--- config.mk ---
export PLATFORM = sky130hd
export DESIGN_NAME = h264_nal_rtp_fu_a_packetizer
export DESIGN_NICKNAME = d
export VERILOG_FILES = /design/src/rtl/fua_pkg.sv /design/src/rtl/fua_step.sv /design/src/rtl/fua_outq.sv /design/src/rtl/h264_nal_rtp_fu_a_packetizer.sv
export SDC_FILE = /design/constraint.sdc
export NUM_CORES = 1
export LEC_CHECK = 0
export ABC_AREA = 1
export BUFFER_PORTS_ARGS = -buffer_cell sky130_fd_sc_hd__buf_2
export CORE_UTILIZATION = 50
export CTS_CLUSTER_SIZE = 25
export DETAILED_ROUTE_END_ITERATION = 10
export PLACE_DENSITY = 0.68
export REMOVE_ABC_BUFFERS = 1
export SLEW_MARGIN = 5
export SYNTH_ARGS = -nofsm -noshare
export SYNTH_HDL_FRONTEND = slang
export SYNTH_SLANG_ARGS = --single-unit
export TNS_END_PERCENT = 1
--- constraint.sdc ---
create_clock -name clk -period 4.4 [get_ports clk]
set_input_delay 0 -clock clk [delete_from_list [all_inputs] [get_ports clk]]
set_output_delay 0 -clock clk [all_outputs]
set_load 0.1 [all_outputs]
--- src/rtl/fua_pkg.sv ---
// Shared types and constants for the H.264 FU-A packetizer.
// No dependencies; used by every module of the block.
`default_nettype none

package fua_pkg;

	localparam int BYTE_W = 8;
	localparam int MP_W   = 13;
	localparam int SEQ_W  = 16;
	localparam int NAL_LEN_W = 20;

	localparam logic [MP_W-1:0] MAX_PAYLOAD_RST = 13'd1400;
	localparam logic [MP_W-1:0] MAX_PAYLOAD_MIN = 13'd2;

	localparam logic [BYTE_W-1:0] FU_A_TYPE = 8'd28;
	localparam logic [BYTE_W-1:0] NRI_MASK  = 8'h60;
	localparam logic [BYTE_W-1:0] TYPE_MASK = 8'h1F;
	localparam logic [BYTE_W-1:0] S_BIT     = 8'h80;
	localparam logic [BYTE_W-1:0] E_BIT     = 8'h40;

	// result count per beat: none, one, three
	localparam logic [1:0] CNT_NONE  = 2'd0;
	localparam logic [1:0] CNT_ONE   = 2'd1;
	localparam logic [1:0] CNT_THREE = 2'd3;

	typedef struct packed {
		logic [BYTE_W-1:0] data;
		logic              pkt_start;
		logic              pkt_end;
		logic              frag;
	} res_t;

	typedef struct packed {
		logic [1:0]       cnt;
		logic [SEQ_W-1:0] seq;
		res_t [2:0]       r;
	} bundle_t;

endpackage

`default_nettype wire

--- src/rtl/fua_step.sv ---
// Packetizer state and per-beat result logic: one NAL byte in, up to three
// payload results out as a bundle. Depends on fua_pkg.
`default_nettype none

module fua_step #(
	parameter int LENGTH_BITS = 20
) (
	input  wire                           clk,
	input  wire                           arst_n,
	input  wire                           adv,
	input  wire [fua_pkg::BYTE_W-1:0]     nal_byte,
	input  wire                           first_of_nal,
	input  wire [fua_pkg::NAL_LEN_W-1:0]  nal_length,
	input  wire [fua_pkg::MP_W-1:0]       mp,
	output fua_pkg::bundle_t              bundle
);

	localparam int CW = (LENGTH_BITS > fua_pkg::MP_W) ? LENGTH_BITS : fua_pkg::MP_W;

	logic                         frag_q, frag_n;
	logic [fua_pkg::BYTE_W-1:0]   held_q, held_n;
	logic [LENGTH_BITS-1:0]       br_q, br_n;
	logic [fua_pkg::MP_W-1:0]     bip_q, bip_n;
	logic                         ffp_q, ffp_n;
	logic [fua_pkg::SEQ_W-1:0]    seq_q;
	logic                         seq_inc;

	logic [LENGTH_BITS-1:0]       len_raw, len;
	logic [CW-1:0]                mp_ext;
	logic [fua_pkg::MP_W-1:0]     bip_inc;
	logic [fua_pkg::BYTE_W-1:0]   fu_hdr;
	logic                         pkt_done;

	assign len_raw = LENGTH_BITS'(nal_length);
	assign len     = (len_raw == '0) ? LENGTH_BITS'(1) : len_raw;
	assign mp_ext  = CW'(mp);
	assign bip_inc = bip_q + fua_pkg::MP_W'(1);

	always_comb begin
		frag_n  = frag_q;
		held_n  = held_q;
		br_n    = br_q;
		bip_n   = bip_q;
		ffp_n   = ffp_q;
		seq_inc = 1'b0;
		fu_hdr  = '0;
		pkt_done = 1'b0;
		bundle.cnt = fua_pkg::CNT_NONE;
		bundle.seq = seq_q;
		bundle.r   = '0;

		if (first_of_nal) begin
			bip_n = '0;
			br_n  = len - LENGTH_BITS'(1);
			if (CW'(len) <= mp_ext) begin
				frag_n  = 1'b0;
				ffp_n   = 1'b0;
				seq_inc = (br_n == '0);
				bundle.cnt  = fua_pkg::CNT_ONE;
				bundle.r[0] = '{data: nal_byte, pkt_start: 1'b1, pkt_end: seq_inc,
					frag: 1'b0};
			end else begin
				// header byte held back, rebuilt as FU indicator/header later
				frag_n = 1'b1;
				held_n = nal_byte;
				ffp_n  = 1'b1;
			end
		end else if (br_q != '0) begin
			br_n = br_q - LENGTH_BITS'(1);
			if (!frag_q) begin
				seq_inc = (br_n == '0);
				bundle.cnt  = fua_pkg::CNT_ONE;
				bundle.r[0] = '{data: nal_byte, pkt_start: 1'b0, pkt_end: seq_inc,
					frag: 1'b0};
			end else begin
				pkt_done = (br_n == '0) || (bip_inc >= mp);
				bip_n    = pkt_done ? '0 : bip_inc;
				seq_inc  = pkt_done;
				if (bip_q == '0) begin
					fu_hdr = (held_q & fua_pkg::TYPE_MASK)
						| (ffp_q ? fua_pkg::S_BIT : '0)
						| ((CW'(br_q) <= mp_ext) ? fua_pkg::E_BIT : '0);
					ffp_n = 1'b0;
					bundle.cnt  = fua_pkg::CNT_THREE;
					bundle.r[0] = '{data: (held_q & fua_pkg::NRI_MASK) | fua_pkg::FU_A_TYPE,
						pkt_start: 1'b1, pkt_end: 1'b0, frag: 1'b1};
					bundle.r[1] = '{data: fu_hdr, pkt_start: 1'b0, pkt_end: 1'b0,
						frag: 1'b1};
					bundle.r[2] = '{data: nal_byte, pkt_start: 1'b0, pkt_end: pkt_done,
						frag: 1'b1};
				end else begin
					bundle.cnt  = fua_pkg::CNT_ONE;
					bundle.r[0] = '{data: nal_byte, pkt_start: 1'b0, pkt_end: pkt_done,
						frag: 1'b1};
				end
			end
		end
	end

	always_ff @(posedge clk or negedge arst_n) begin
		if (!arst_n) begin
			frag_q <= 1'b0;
			held_q <= '0;
			br_q   <= '0;
			bip_q  <= '0;
			ffp_q  <= 1'b0;
			seq_q  <= '0;
		end else if (adv) begin
			frag_q <= frag_n;
			held_q <= held_n;
			br_q   <= br_n;
			bip_q  <= bip_n;
			ffp_q  <= ffp_n;
			if (seq_inc) begin
				seq_q <= seq_q + fua_pkg::SEQ_W'(1);
			end
		end
	end

endmodule

`default_nettype wire

--- src/rtl/fua_outq.sv ---
// Result register: holds one beat's bundle and hands its results out one
// per cycle on the payload channel while pay_ready is high. Depends on fua_pkg.
`default_nettype none

module fua_outq (
	input  wire                        clk,
	input  wire                        arst_n,
	input  wire                        load,
	input  fua_pkg::bundle_t           bundle,
	output logic                       free,
	output logic                       pay_valid,
	input  wire                        pay_ready,
	output logic [fua_pkg::BYTE_W-1:0] payload_byte,
	output logic                       packet_start,
	output logic                       packet_end,
	output logic                       fragmented,
	output logic [fua_pkg::SEQ_W-1:0]  sequence_number,
	output logic                       last_of_run
);

	fua_pkg::bundle_t bundle_s2;
	logic             valid_q;
	logic [1:0]       idx_q;
	logic             last;
	fua_pkg::res_t    cur;

	assign last = (idx_q == bundle_s2.cnt - 2'd1);
	assign free = !valid_q || (pay_ready && last);
	assign cur  = bundle_s2.r[idx_q];

	assign pay_valid       = valid_q;
	assign payload_byte    = cur.data;
	assign packet_start    = cur.pkt_start;
	assign packet_end      = cur.pkt_end;
	assign fragmented      = cur.frag;
	assign sequence_number = bundle_s2.seq;
	assign last_of_run     = last;

	always_ff @(posedge clk or negedge arst_n) begin
		if (!arst_n) begin
			valid_q <= 1'b0;
			idx_q   <= '0;
		end else if (load) begin
			valid_q <= 1'b1;
			idx_q   <= '0;
		end else if (valid_q && pay_ready) begin
			if (last) begin
				valid_q <= 1'b0;
			end else begin
				idx_q <= idx_q + 2'd1;
			end
		end
	end

	always_ff @(posedge clk) begin
		if (load) begin
			bundle_s2 <= bundle;
		end
	end

`ifndef SYNTHESIS
	a_idx_in_range: assert property (@(posedge clk) disable iff (!arst_n)
		valid_q |-> (bundle_s2.cnt != fua_pkg::CNT_NONE) && (idx_q < bundle_s2.cnt))
		else $error("result index beyond bundle count");

	a_fu_open: assert property (@(posedge clk) disable iff (!arst_n)
		valid_q && (bundle_s2.cnt == fua_pkg::CNT_THREE) && (idx_q == 2'd0)
		|-> packet_start && fragmented && !packet_end)
		else $error("three-result beat does not open an FU-A packet");

	a_run_holds: assert property (@(posedge clk) disable iff (!arst_n)
		pay_valid && pay_ready && !last_of_run |=> pay_valid && $stable(sequence_number))
		else $error("run of results broken before its last beat");
`endif

endmodule

`default_nettype wire

--- src/rtl/h264_nal_rtp_fu_a_packetizer.sv ---
// A NAL byte taken is held in the input register; its results are then loaded
// into the result register, which presents them on the payload channel.
// Throughput: one byte per cycle while each byte yields one result and pay_ready
// is high; a byte that opens an FU-A fragment yields three results, which the
// result register serializes, stalling nal_ready meanwhile.
// Reset (arst_n low, asynchronous): all control state cleared, max_payload 1400.
// Depends on fua_pkg, fua_step, fua_outq.
`default_nettype none

module h264_nal_rtp_fu_a_packetizer #(
	parameter int LENGTH_BITS = 20
) (
	input  wire                           clk,
	input  wire                           arst_n,
	input  wire                           cfg_we,
	input  wire [fua_pkg::MP_W-1:0]       cfg_data,
	input  wire                           nal_valid,
	output logic                          nal_ready,
	input  wire [fua_pkg::BYTE_W-1:0]     nal_byte,
	input  wire                           first_of_nal,
	input  wire [fua_pkg::NAL_LEN_W-1:0]  nal_length,
	output logic                          pay_valid,
	input  wire                           pay_ready,
	output logic [fua_pkg::BYTE_W-1:0]    payload_byte,
	output logic                          packet_start,
	output logic                          packet_end,
	output logic                          fragmented,
	output logic [fua_pkg::SEQ_W-1:0]     sequence_number,
	output logic                          last_of_run
);

	logic [fua_pkg::MP_W-1:0]      max_payload_q;
	logic [fua_pkg::MP_W-1:0]      mp;

	logic                          valid_s1;
	logic [fua_pkg::BYTE_W-1:0]    byte_s1;
	logic                          first_s1;
	logic [fua_pkg::NAL_LEN_W-1:0] len_s1;

	fua_pkg::bundle_t              bundle;
	logic                          outq_free;
	logic                          adv;

	assign mp = (max_payload_q < fua_pkg::MAX_PAYLOAD_MIN) ? fua_pkg::MAX_PAYLOAD_MIN
		: max_payload_q;

	// beats with no result only touch state, so they never wait on the output
	assign adv       = valid_s1 && ((bundle.cnt == fua_pkg::CNT_NONE) || outq_free);
	assign nal_ready = !valid_s1 || adv;

	always_ff @(posedge clk or negedge arst_n) begin
		if (!arst_n) begin
			max_payload_q <= fua_pkg::MAX_PAYLOAD_RST;
		end else if (cfg_we) begin
			max_payload_q <= cfg_data;
		end
	end

	always_ff @(posedge clk or negedge arst_n) begin
		if (!arst_n) begin
			valid_s1 <= 1'b0;
		end else if (nal_ready) begin
			valid_s1 <= nal_valid;
		end
	end

	always_ff @(posedge clk) begin
		if (nal_ready && nal_valid) begin
			byte_s1  <= nal_byte;
			first_s1 <= first_of_nal;
			len_s1   <= nal_length;
		end
	end

	fua_step #(
		.LENGTH_BITS (LENGTH_BITS)
	) u_step (
		.clk          (clk),
		.arst_n       (arst_n),
		.adv          (adv),
		.nal_byte     (byte_s1),
		.first_of_nal (first_s1),
		.nal_length   (len_s1),
		.mp           (mp),
		.bundle       (bundle)
	);

	fua_outq u_outq (
		.clk             (clk),
		.arst_n          (arst_n),
		.load            (adv && (bundle.cnt != fua_pkg::CNT_NONE)),
		.bundle          (bundle),
		.free            (outq_free),
		.pay_valid       (pay_valid),
		.pay_ready       (pay_ready),
		.payload_byte    (payload_byte),
		.packet_start    (packet_start),
		.packet_end      (packet_end),
		.fragmented      (fragmented),
		.sequence_number (sequence_number),
		.last_of_run     (last_of_run)
	);

endmodule

`default_nettype wire

==> results.sh, run 1 <==
export IMPL_synth_most_common_cell="nand2_1"
export IMPL_gp_congestion=0.879
export IMPL_gr_usage_met3_pct=4.54
export IMPL_cts_tree="built"
export IMPL_grt_usage_pct=23.7
export IMPL_async_reset_ff_share_pct=50.0
export IMPL_first_pass_iters=6
export IMPL_grt_util_met1_pct=30.9
export IMPL_synth_top_flop_cell="edfxtp_1"
export IMPL_synth_area_leaders="edfxtp_1 25%, dfrtp_1 19%, nand2_1 12%"
export IMPL_combPwrFrac_pct=40.5
export IMPL_fin_crit_sh_pct=83.9
export IMPL_synth_edf_count=75
export IMPL_start_util_pct=51.2
export IMPL_io_buffers=76
export IMPL_slew_violations=0
export IMPL_yosysTopAreaCell="edfxtp_1"
export IMPL_hold_violations=0
export IMPL_grt_pass1_vias=6803
export IMPL_crit_type="reg2reg"
export IMPL_dieArea_um2=18300
export IMPL_num_rows=48
export IMPL_r2r_slack_ns=0.71
export IMPL_seq_power_share_pct=34.5
export IMPL_grt_pass1_wl_um=33200
export IMPL_worst_ep_required_time_ns=4.54
export IMPL_cap_violations=0
export IMPL_ios=77
export IMPL_fin_util_pct=60.1
export IMPL_end_kind="register"
export IMPL_place_inst=1319
export IMPL_switching_share_pct=45.3
export IMPL_ys_ff_latch=150
export IMPL_route_detailed_drc=0
export IMPL_relSlewSlack_pct=34.9
export IMPL_post_cts_resized=0
export IMPL_finalPower_mw=5.99
export IMPL_synthTopCellsByCount="275 x nand2_1, 126 x nor2_1, 94 x inv_1"
export IMPL_cts_buffer_depth=2
export IMPL_grtUsageMet2_pct=39.6
export IMPL_via_per_inst=5.22
export IMPL_instances_no_fill=1401
export IMPL_tightest_slew_ns=0.977
export IMPL_total_leakage_power_nw=4.87
export IMPL_syn_inst=1063
export IMPL_cts_buffers=17
export IMPL_startpoint="max_payload_q[11]"
export IMPL_synth_cell_types=47
export IMPL_ys_seq_area_share_pct=46.7
export IMPL_holdPathStages=3
export IMPL_ctsHtreeMaxLevel=4
export IMPL_core_area_um2=17300
export IMPL_worstRegToRegCells=20
export IMPL_area_growth_pct=17.3
export IMPL_overflow=0
export IMPL_synth_area_per_cell_um2=8.34
export IMPL_clk_pin_slew_worst_paths_ns=0.07
export IMPL_ys_warn_count=0
export IMPL_internal_power_mw=3.28
export IMPL_grt_start_max_net_pins=76
export IMPL_tns_ns=0
export IMPL_worstSetupStartpointType="register"
export IMPL_finalSetupViolCount=0
export IMPL_wirelength_um=20400
export IMPL_ant_nets=0
export IMPL_synth_top_area_share_pct=25.4
export IMPL_worstHoldPathType="in2reg"
export IMPL_worstPathMaxFanout=24
export IMPL_power_density_nw_per_um2=576
export IMPL_finClkSkew_ns=0.00838
export IMPL_insertion_delay_ns=0.44
export IMPL_period_needed_ns=3.69
export IMPL_die_w_um=135
export IMPL_clock_sinks=150
export IMPL_dp_hpwl_um=14600
export IMPL_status="finished clean"
export IMPL_drt_iter0_drc=579
export IMPL_wire_per_inst_um=14.6
export IMPL_routed_via_count=7309
export IMPL_nets=1256
export IMPL_drive_above_1_share_pct=14.3
export IMPL_clockRootBuffer="clkbuf_16"
export IMPL_max_freq_mhz=271
export IMPL_antenna_found_initial=0
export IMPL_fp_dieH_um=135
export IMPL_worstPathArrival_ns=3.83
export IMPL_switchingPower_mw=2.71
export IMPL_hp_start="cfg_we"
export IMPL_top_usage_layer="met2"
export IMPL_syn_cell_area_um2=8860
export IMPL_clkPwrFrac_pct=25.0
export IMPL_reg2reg_from="max_payload_q[11]"
export IMPL_irDropWorstVdd_v=0.000562
export IMPL_num_antenna_cells=0
export IMPL_rsz0062_at_grt="no"
export IMPL_cts_setup_buffers=0
-- cells in the final DEF (no fill, tap or decap), types with 46 or more instances in the layout --
master and n:
buf_2 75, dfrtp_1 69, dlygate4sd3_1 50, edfxtp_1 75, ha_1 46, inv_1 94, nand2_1 275, nand3_1 63
nor2_1 126, o21ai_0 63
-- sequential cells by signal (all words and copies together), names as in the netlist --
register / cells
valid_s1: 1
u_outq.bundle_s2: 30
max_payload_q: 13
first_s1: 1
len_s1: 20
u_outq.sequence_number: 16
byte_s1: 8
u_step.frag_q: 1
u_step.br_q: 20
u_step.held_q: 7
u_step.ffp_q: 1
u_step.bip_q: 13
u_step.seq_q: 16
u_outq.idx_q: 2
u_outq.pay_valid: 1
-- cells by family (layout without fill, tap and decap cells) --
kind of cell	after synthesis	after routing	synth area share (%)
buffers and inverters	157	270	7.79
and+or+nand+nor	554	554	28.1
AOI/OAI and AO/OA	117	117	7.10
xor gates and xnor gates	39	39	3.85
adders and majority gates	46	46	6.50
DFF	150	150	46.7
-- layout make-up --
cell class,instances,area [µm²]
fillers,1507,6910
inverters,105,394
well taps,225,282
clock buffers,17,425
multi-input cells,756,4030
flip-flops and latches,150,4140
clock inverters,15,183
repair buffers,133,936
-- path summary, 6_finish.rpt --
check	endpoint
setup / recovery	u_outq.bundle_s2[25]
max in group asynchronous	u_step.br_q[9]
setup reg to reg	u_outq.bundle_s2[25]
hold reg to reg	u_step.held_q[0]
min in group asynchronous	u_step.seq_q[14]
hold / removal	max_payload_q[8]
-- worst max-delay path: stages (launching register included) --
cell	delay (ns)
dfrtp_1	0.37
inv_1	0.17
nand4_1	0.14
nor3_1	0.26
nor2_1	0.14
ha_1	0.32
inv_1	0.04
nor2_1	0.08
o21bai_1	0.07
nand2_1	0.05
nand3_1	0.06
nand3_1	0.10
nand2_2	0.10
nand2_4	0.12
nand2_4	0.08
nand2_2	0.06
nand2_2	0.08
inv_2	0.30
nand2_2	0.12
inv_2	0.41
buf_4	0.31
-- repair_timing --
| item | in CTS | in global routing |
|---|---|---|
| hold buffers | 50 | 0 |
| endpoints found under the setup margin | 0 | 0 |
| hold endpoints to repair | 113 | 0 |
-- power by group through the flow --
stage | clock, mW | sequential (mW) | combinational (mW)
2_1_floorplan | 0 | 2.18 | 1.71
3_3_place_gp | 0 | 2.08 | 2.34
3_5_place_dp | 0 | 2.09 | 2.38
4_1_cts | 1.52 | 2.06 | 2.43
5_1_grt | 1.58 | 2.10 | 2.67
6_report | 1.50 | 2.07 | 2.42
-- per-stage QoR --
stage               instance area (µm²)  setup WS [ns]  hold WS (ns)
floorplan                          8560          0.466        -0.296
global placement                   9280          0.828         0.176
detailed placement                 9280          0.678         0.178
CTS                               10400          0.648      0.000908
global route                      10400          0.390        0.0424
finish                            10400          0.709       0.00363
-- routing by layer --
layer  up-vias  share of wire [%]
li1       3682                  -
met1      3390                 45
met2       208                 48
met3        29                4.6
met4         0                1.7
met5         -                  0
Note: power is estimated with default switching activity, not from simulation.
==> run 2: changes to the inputs <==
--- a/config.mk
+++ b/config.mk
@@ -10,7 +10,7 @@
 export CORE_UTILIZATION = 50
 export CTS_CLUSTER_SIZE = 25
 export DETAILED_ROUTE_END_ITERATION = 10
-export PLACE_DENSITY = 0.68
+export PLACE_DENSITY = 0.7
 export REMOVE_ABC_BUFFERS = 1
 export SLEW_MARGIN = 5
 export SYNTH_ARGS = -nofsm -noshare
==> constraint.sdc (replaced) <==
create_clock -name clk -period 3 [get_ports clk]
set_input_delay 0 -clock clk [delete_from_list [all_inputs] [get_ports clk]]
set_output_delay 0 -clock clk [all_outputs]
set_load 0.1 [all_outputs]
==> run 2 against run 1 <==
Compared with the run above: the flow now finishes with violations (setup timing); utilization grew 3.8 points; cell area increased by 6.4%; die area stayed put; non-clock buffer count is 50 higher; largest cell class is now multi-input combinational cells; hold slack worse by 0.00087 ns; largest power group unchanged; via count up 2.9%.
==> results.sh, run 2 (same netlist as run 1, synthesis figures left out) <==
export IMPL_num_rows=48
export IMPL_cts_tree="built"
export IMPL_worst_ep_required_time_ns=3.32
export IMPL_dp_hpwl_um=14300
export IMPL_fin_crit_sh_pct=104
export IMPL_cts_buffer_depth=2
export IMPL_wl_met1_um=9030
export IMPL_crit_type="reg2reg"
export IMPL_reg_top3="u_outq.bundle_s2: 30 flops, len_s1: 20 flops, u_step.br_q: 20 flops"
export IMPL_ant_nets=0
export IMPL_slew_violations=0
export IMPL_insertion_delay_ns=0.43
export IMPL_place_inst=1358
export IMPL_start_util_pct=51.2
export IMPL_wire_per_inst_um=14.4
export IMPL_drt_iter0_drc=483
export IMPL_nFillCells=1449
export IMPL_grt_pass1_vias=7151
export IMPL_finalSetupViolCount=29
export IMPL_cap_violations=0
export IMPL_largest_reg_flops=30
export IMPL_routed_via_count=7519
export IMPL_violations="setup timing"
export IMPL_irDropWorstVdd_v=0.00102
export IMPL_drive_above_1_share_pct=20.5
export IMPL_finalPower_mw=8.87
export IMPL_grt_start_max_net_pins=76
export IMPL_power_density_nw_per_um2=802
export IMPL_final_cell_mix="268 x nand2_1, 115 x nor2_1, 91 x inv_1, 75 x edfxtp_1, 74 x buf_2"
export IMPL_clock_sinks=150
export IMPL_instances_no_fill=1452
export IMPL_grt_usage_pct=24.1
export IMPL_fin_util_pct=63.9
export IMPL_worstPathArrival_ns=3.45
export IMPL_cts_buffers=17
export IMPL_via_per_inst=5.18
export IMPL_worstHoldPathType="in2reg"
export IMPL_status="complete, but fails checks"
export IMPL_area_growth_pct=24.7
export IMPL_clockRootBuffer="clkbuf_16"
export IMPL_end_kind="register"
export IMPL_io_buffers=76
export IMPL_tightest_slew_ns=1.02
export IMPL_period_needed_ns=3.13
export IMPL_area_sequential_um2=4140
export IMPL_max_freq_mhz=320
export IMPL_timing_rr_end="u_step.seq_q[9]"
export IMPL_crit_path_end="u_step.seq_q[9]"
export IMPL_worstSetupStartpointType="register"
export IMPL_nets=1307
export IMPL_wirelength_um=20900
export IMPL_multi_input_area_um2=4250
export IMPL_hold_ws_ns=0.00275
export IMPL_dieArea_um2=18300
export IMPL_tns_ns=-1.96
export IMPL_grt_pass1_wl_um=33800
export IMPL_startpoint="u_step.bip_q[1]"
export IMPL_ctsHtreeMaxLevel=4
export IMPL_ios=77
export IMPL_worstPathMaxFanout=8
export IMPL_die_w_um=135
export IMPL_relSlewSlack_pct=31.8
export IMPL_route_detailed_drc=0
export IMPL_gp_congestion=0.867
export IMPL_top_layer="met4"
export IMPL_worst_slack_ns=-0.130
export IMPL_overflow=0
export IMPL_placed_area_um2=9650
export IMPL_route_met2_wl_um=10500
export IMPL_rsz0062_at_grt="yes"
export IMPL_r2r_slack_ns=-0.13
export IMPL_total_leakage_power_nw=5.14
export IMPL_core_area_um2=17300
export IMPL_num_antenna_cells=0
export IMPL_reg2reg_from="u_step.bip_q[1]"
export IMPL_dpl_worst_slack_ns=-0.118
export IMPL_hold_violations=0
export IMPL_finClkSkew_ns=0.00910
export IMPL_worstRegToRegCells=19
export IMPL_antenna_found_initial=0
export IMPL_top_register="u_outq.bundle_s2"
export IMPL_post_route_cell_area_um2=11100
export IMPL_fp_dieH_um=135
export IMPL_first_pass_iters=5
export IMPL_wl_met3_um=912
export IMPL_clk_pin_slew_worst_paths_ns=0.06
export IMPL_final_common_cell="nand2_1"
## run 2: changes by cell type in the layout (fill, tap and decap cells not counted), moves of 5 or more
| cell | change |
|---|---|
| buf_4 | +38 |
| nor2_1 | -11 |
| nand3_1 | -9 |
| nand3_2 | +9 |
| nand2_1 | -7 |
| nor2_2 | +7 |
| buf_12 | +6 |
| dlygate4sd3_1 | +5 |
| nand2_2 | +5 |
## run 2: report_power, final
part	switching (mW)	internal [mW]
Sequential	0.313	2.64
Combinational	2.78	1.09
Clock	0.871	1.18
## run 2: metal layers
layer	global-route usage, %	up-vias
met5	0	-
met4	9.11	0
met3	5.37	34
met2	42.0	175
met1	28.9	3528
li1	-	3782
## run 2: cell type report
type,instances,area share (%)
multi-input combinational,757,38.4
timing repair buffer,183,12.9
tap,225,2.55
sequential,150,37.5
inverter,105,3.59
clock inverter,12,1.08
clock buffer,20,4.04
## run 2: worst min-delay path by stage
stage,startpoint,end,slack [ns],depth (start not counted)
floorplan,arst_n,max_payload_q[0],-0.30,0
global placement,nal_length[3],len_s1[3],0.18,1
detailed placement,nal_length[0],len_s1[0],0.18,1
CTS,cfg_we,max_payload_q[1],0.007,3
global route,cfg_we,max_payload_q[2],0.04,2
finish,cfg_we,max_payload_q[1],0.003,3
## run 2: worst max-delay path, stage by stage (launching register included)
cell and delay, ns:
dfrtp_2 0.41, ha_4 0.15, nand2_2 0.05, nor2_2 0.13, nand4_1 0.20, buf_4 0.21
nor3_4 0.19, xor2_2 0.20, ha_1 0.28, a21oi_1 0.13, o21ai_1 0.08, a21oi_1 0.12
nand2_1 0.09, nor2_2 0.17, o21ai_2 0.09, nand2_2 0.08, nand2_4 0.12, clkbuf_16 0.20
nand3_2 0.06, nand2_1 0.05
## run 2: what timing repair did
item / 4_1_cts / 5_1_grt
pin swaps: 2 / 33
gates cloned: 0 / 2
hold buffers: 55 / 0
resized for setup: 5 / 50
buffers inserted: 0 / 5
endpoints found under the setup margin: 30 / 116
hold endpoints to repair: 113 / 0
==> run 3: changes to the inputs <==
--- a/config.mk
+++ b/config.mk
@@ -15,5 +15,6 @@
 export SLEW_MARGIN = 5
 export SYNTH_ARGS = -nofsm -noshare
 export SYNTH_HDL_FRONTEND = slang
+export SYNTH_HIERARCHICAL = 1
 export SYNTH_SLANG_ARGS = --single-unit
 export TNS_END_PERCENT = 1
==> run 3 against run 2 <==
Compared with the run above: the flow still finishes with violations (setup timing); critical path depth rose by 6; hold slack improved by 0.016 ns; cell area rose by 9.9%; largest power group unchanged; critical path type unchanged; highest routed layer unchanged.
==> results.sh, run 3 <==
export IMPL_cap_violations=0
export IMPL_async_reset_ff_share_pct=48.4
export IMPL_ys_ff_latch=155
export IMPL_dieArea_um2=18800
export IMPL_nFillCells=1277
export IMPL_synth_area_per_cell_um2=8.53
export IMPL_route_detailed_drc=0
export IMPL_final_common_cell="nand2_1"
export IMPL_overflow=0
export IMPL_worstPathArrival_ns=3.44
export IMPL_io_buffers=76
export IMPL_insertion_delay_ns=0.43
export IMPL_ios=77
export IMPL_finClkSkew_ns=0.0106
export IMPL_ant_nets=0
export IMPL_synth_cell_types=40
export IMPL_die_w_um=137
export IMPL_finalSetupViolCount=98
export IMPL_first_pass_iters=5
export IMPL_multi_input_area_um2=4270
export IMPL_relSlewSlack_pct=32.9
export IMPL_clock_sinks=155
export IMPL_gr_usage_met3_pct=4.96
export IMPL_top_usage_layer="met2"
export IMPL_wire_per_inst_um=15.4
export IMPL_instances_no_fill=1521
export IMPL_fp_dieH_um=137
export IMPL_core_area_um2=17500
export IMPL_worstSetupStartpointType="register"
export IMPL_grt_pass1_wl_um=36400
export IMPL_ys_warn_count=6
export IMPL_num_antenna_cells=0
export IMPL_worst_slack_ns=-0.129
export IMPL_hold_ws_ns=0.0186
export IMPL_clockRootBuffer="clkbuf_16"
export IMPL_holdPathStages=2
export IMPL_synthTopCellsByCount="198 x nand2_1, 129 x inv_1, 129 x nor2_1"
export IMPL_irDropWorstVdd_v=0.000920
export IMPL_start_util_pct=51.9
export IMPL_ys_seq_area_share_pct=47.1
export IMPL_reg_top3="u_outq/bundle_s2: 35 flops, len_s1: 20 flops, u_step/br_q: 20 flops"
export IMPL_period_needed_ns=3.13
export IMPL_routed_via_count=8003
export IMPL_ctsHtreeMaxLevel=4
export IMPL_drive_above_1_share_pct=27.9
export IMPL_worstHoldPathType="in2reg"
export IMPL_clk_pin_slew_worst_paths_ns=0.07
export IMPL_slew_violations=0
export IMPL_top_register="u_outq/bundle_s2"
export IMPL_via_per_inst=5.26
export IMPL_nets=1376
export IMPL_cts_buffer_depth=2
export IMPL_gp_congestion=0.922
export IMPL_place_inst=1412
export IMPL_fin_crit_sh_pct=104
export IMPL_synth_edf_count=80
export IMPL_syn_inst=1067
export IMPL_grt_pass1_vias=7664
export IMPL_tightest_slew_ns=1.01
export IMPL_violations="setup timing"
export IMPL_crit_type="reg2reg"
export IMPL_wirelength_um=23400
export IMPL_grt_usage_pct=25.2
export IMPL_area_growth_pct=33.4
export IMPL_final_cell_mix="181 x nand2_1, 121 x inv_1, 111 x nor2_1, 107 x buf_4, 80 x edfxtp_1"
export IMPL_worstPathMaxFanout=5
export IMPL_max_freq_mhz=320
export IMPL_worst_ep_required_time_ns=3.31
export IMPL_synth_most_common_cell="nand2_1"
export IMPL_cts_tree="built"
export IMPL_num_rows=48
export IMPL_dpl_worst_slack_ns=-0.361
export IMPL_end_kind="register"
export IMPL_synth_top_area_share_pct=26.4
export IMPL_grt_start_max_net_pins=76
export IMPL_power_density_nw_per_um2=928
export IMPL_grt_util_met1_pct=32.4
export IMPL_yosysTopAreaCell="edfxtp_1"
export IMPL_status="complete, but fails checks"
export IMPL_syn_cell_area_um2=9110
export IMPL_dp_hpwl_um=15400
export IMPL_fin_util_pct=69.3
export IMPL_area_sequential_um2=4290
export IMPL_synth_top_flop_cell="edfxtp_1"
export IMPL_total_leakage_power_nw=5.58
export IMPL_largest_reg_flops=35
export IMPL_cts_buffers=17
export IMPL_grtUsageMet2_pct=42.3
export IMPL_worstRegToRegCells=25
export IMPL_hold_violations=0
export IMPL_antenna_found_initial=0
export IMPL_drt_iter0_drc=763
export IMPL_synth_area_leaders="edfxtp_1 26%, dfrtp_1 19%, nand2_1 8.2%"
export IMPL_rsz0062_at_grt="yes"
[run 3: timing repair]
| item | CTS | global route |
|---|---|---|
| setup buffers | 20 | 4 |
| hold buffers | 50 | 0 |
| hold endpoints to repair | 115 | 0 |
| pin swaps | 18 | 23 |
| endpoints found under the setup margin | 142 | 149 |
| gates cloned | 0 | 3 |
| gates resized for setup | 45 | 83 |
[run 3: layout make-up]
cell class | instances | area share [%]
flip-flops and latches | 155 | 35.3
multi-input cells | 712 | 35.2
repair buffers | 261 | 17.7
inverters | 136 | 4.31
clock buffers | 17 | 3.50
well taps | 225 | 2.32
clock inverters | 15 | 1.76
[run 3: worst paths after layout]
path	startpoint	to	slack, ns
worst max-delay path	len_s1[1]	u_step/br_q[12]	-0.13
worst min-delay path	cfg_we	max_payload_q[1]	0.02
worst max register to register	len_s1[1]	u_step/br_q[12]	-0.13
worst min register to register	u_step/held_q[3]	u_step/held_q[3]	0.49
max in group asynchronous	arst_n	u_step/seq_q[11]	2.07
min in group asynchronous	arst_n	max_payload_q[2]	0.27
[run 3: stage by stage]
stage                     area, µm²  TNS [ns]  power [mW]
final                         12100     -5.76        11.3
after global placement        10400    -18.15        8.11
after CTS                     11800    -11.20        10.8
after detailed placement      10400    -32.34        8.22
after global routing          12100    -32.81        11.9
after floorplan                8740   -250.66        6.69
[run 3: logic make-up after synthesis]
kind of cell,count (synthesis),share of synthesized area (%)
AND/OR/NAND/NOR,477,23.5
buffers and inverters,203,9.70
flip-flops,155,47.1
AO/OA/AOI/OAI,136,8.15
adder cells (fa/ha/maj),46,6.32
XOR/XNOR,41,3.94
multiplexers,8,1.32
other,1,0.0412
[run 3: layer usage]
layer,vias up,part of all wire (%)
met2,225,50
met4,0,2.3
met5,-,0
li1,3940,-
met1,3793,44
met3,45,4.6
[run 3: where the power goes]
group | total, mW | switching, mW | leakage, nW | internal [mW]
registers | 3.33 | 0.396 | 1.72 | 2.93
logic | 5.59 | 3.77 | 3.56 | 1.82
clock network | 2.35 | 0.941 | 0.299 | 1.41
[run 3: critical path, stage by stage, from the launching register on]
cell and delay [ns]:
edfxtp_1 0.43, nor2_4 0.14, nand2_1 0.09, nor2_4 0.14
nand3_4 0.10, nand2_4 0.08, inv_4 0.04, ha_4 0.25
nand2_2 0.04, nor3_2 0.18, nand3_1 0.11, nand2_2 0.11
inv_2 0.06, nor2_4 0.11, nor2_4 0.04, inv_2 0.08
nor2_4 0.05, nor2_4 0.13, nor2_4 0.07, nand2_2 0.10
inv_2 0.07, nor2_4 0.14, inv_4 0.09, clkbuf_16 0.16
o211ai_1 0.08, o21ai_0 0.10
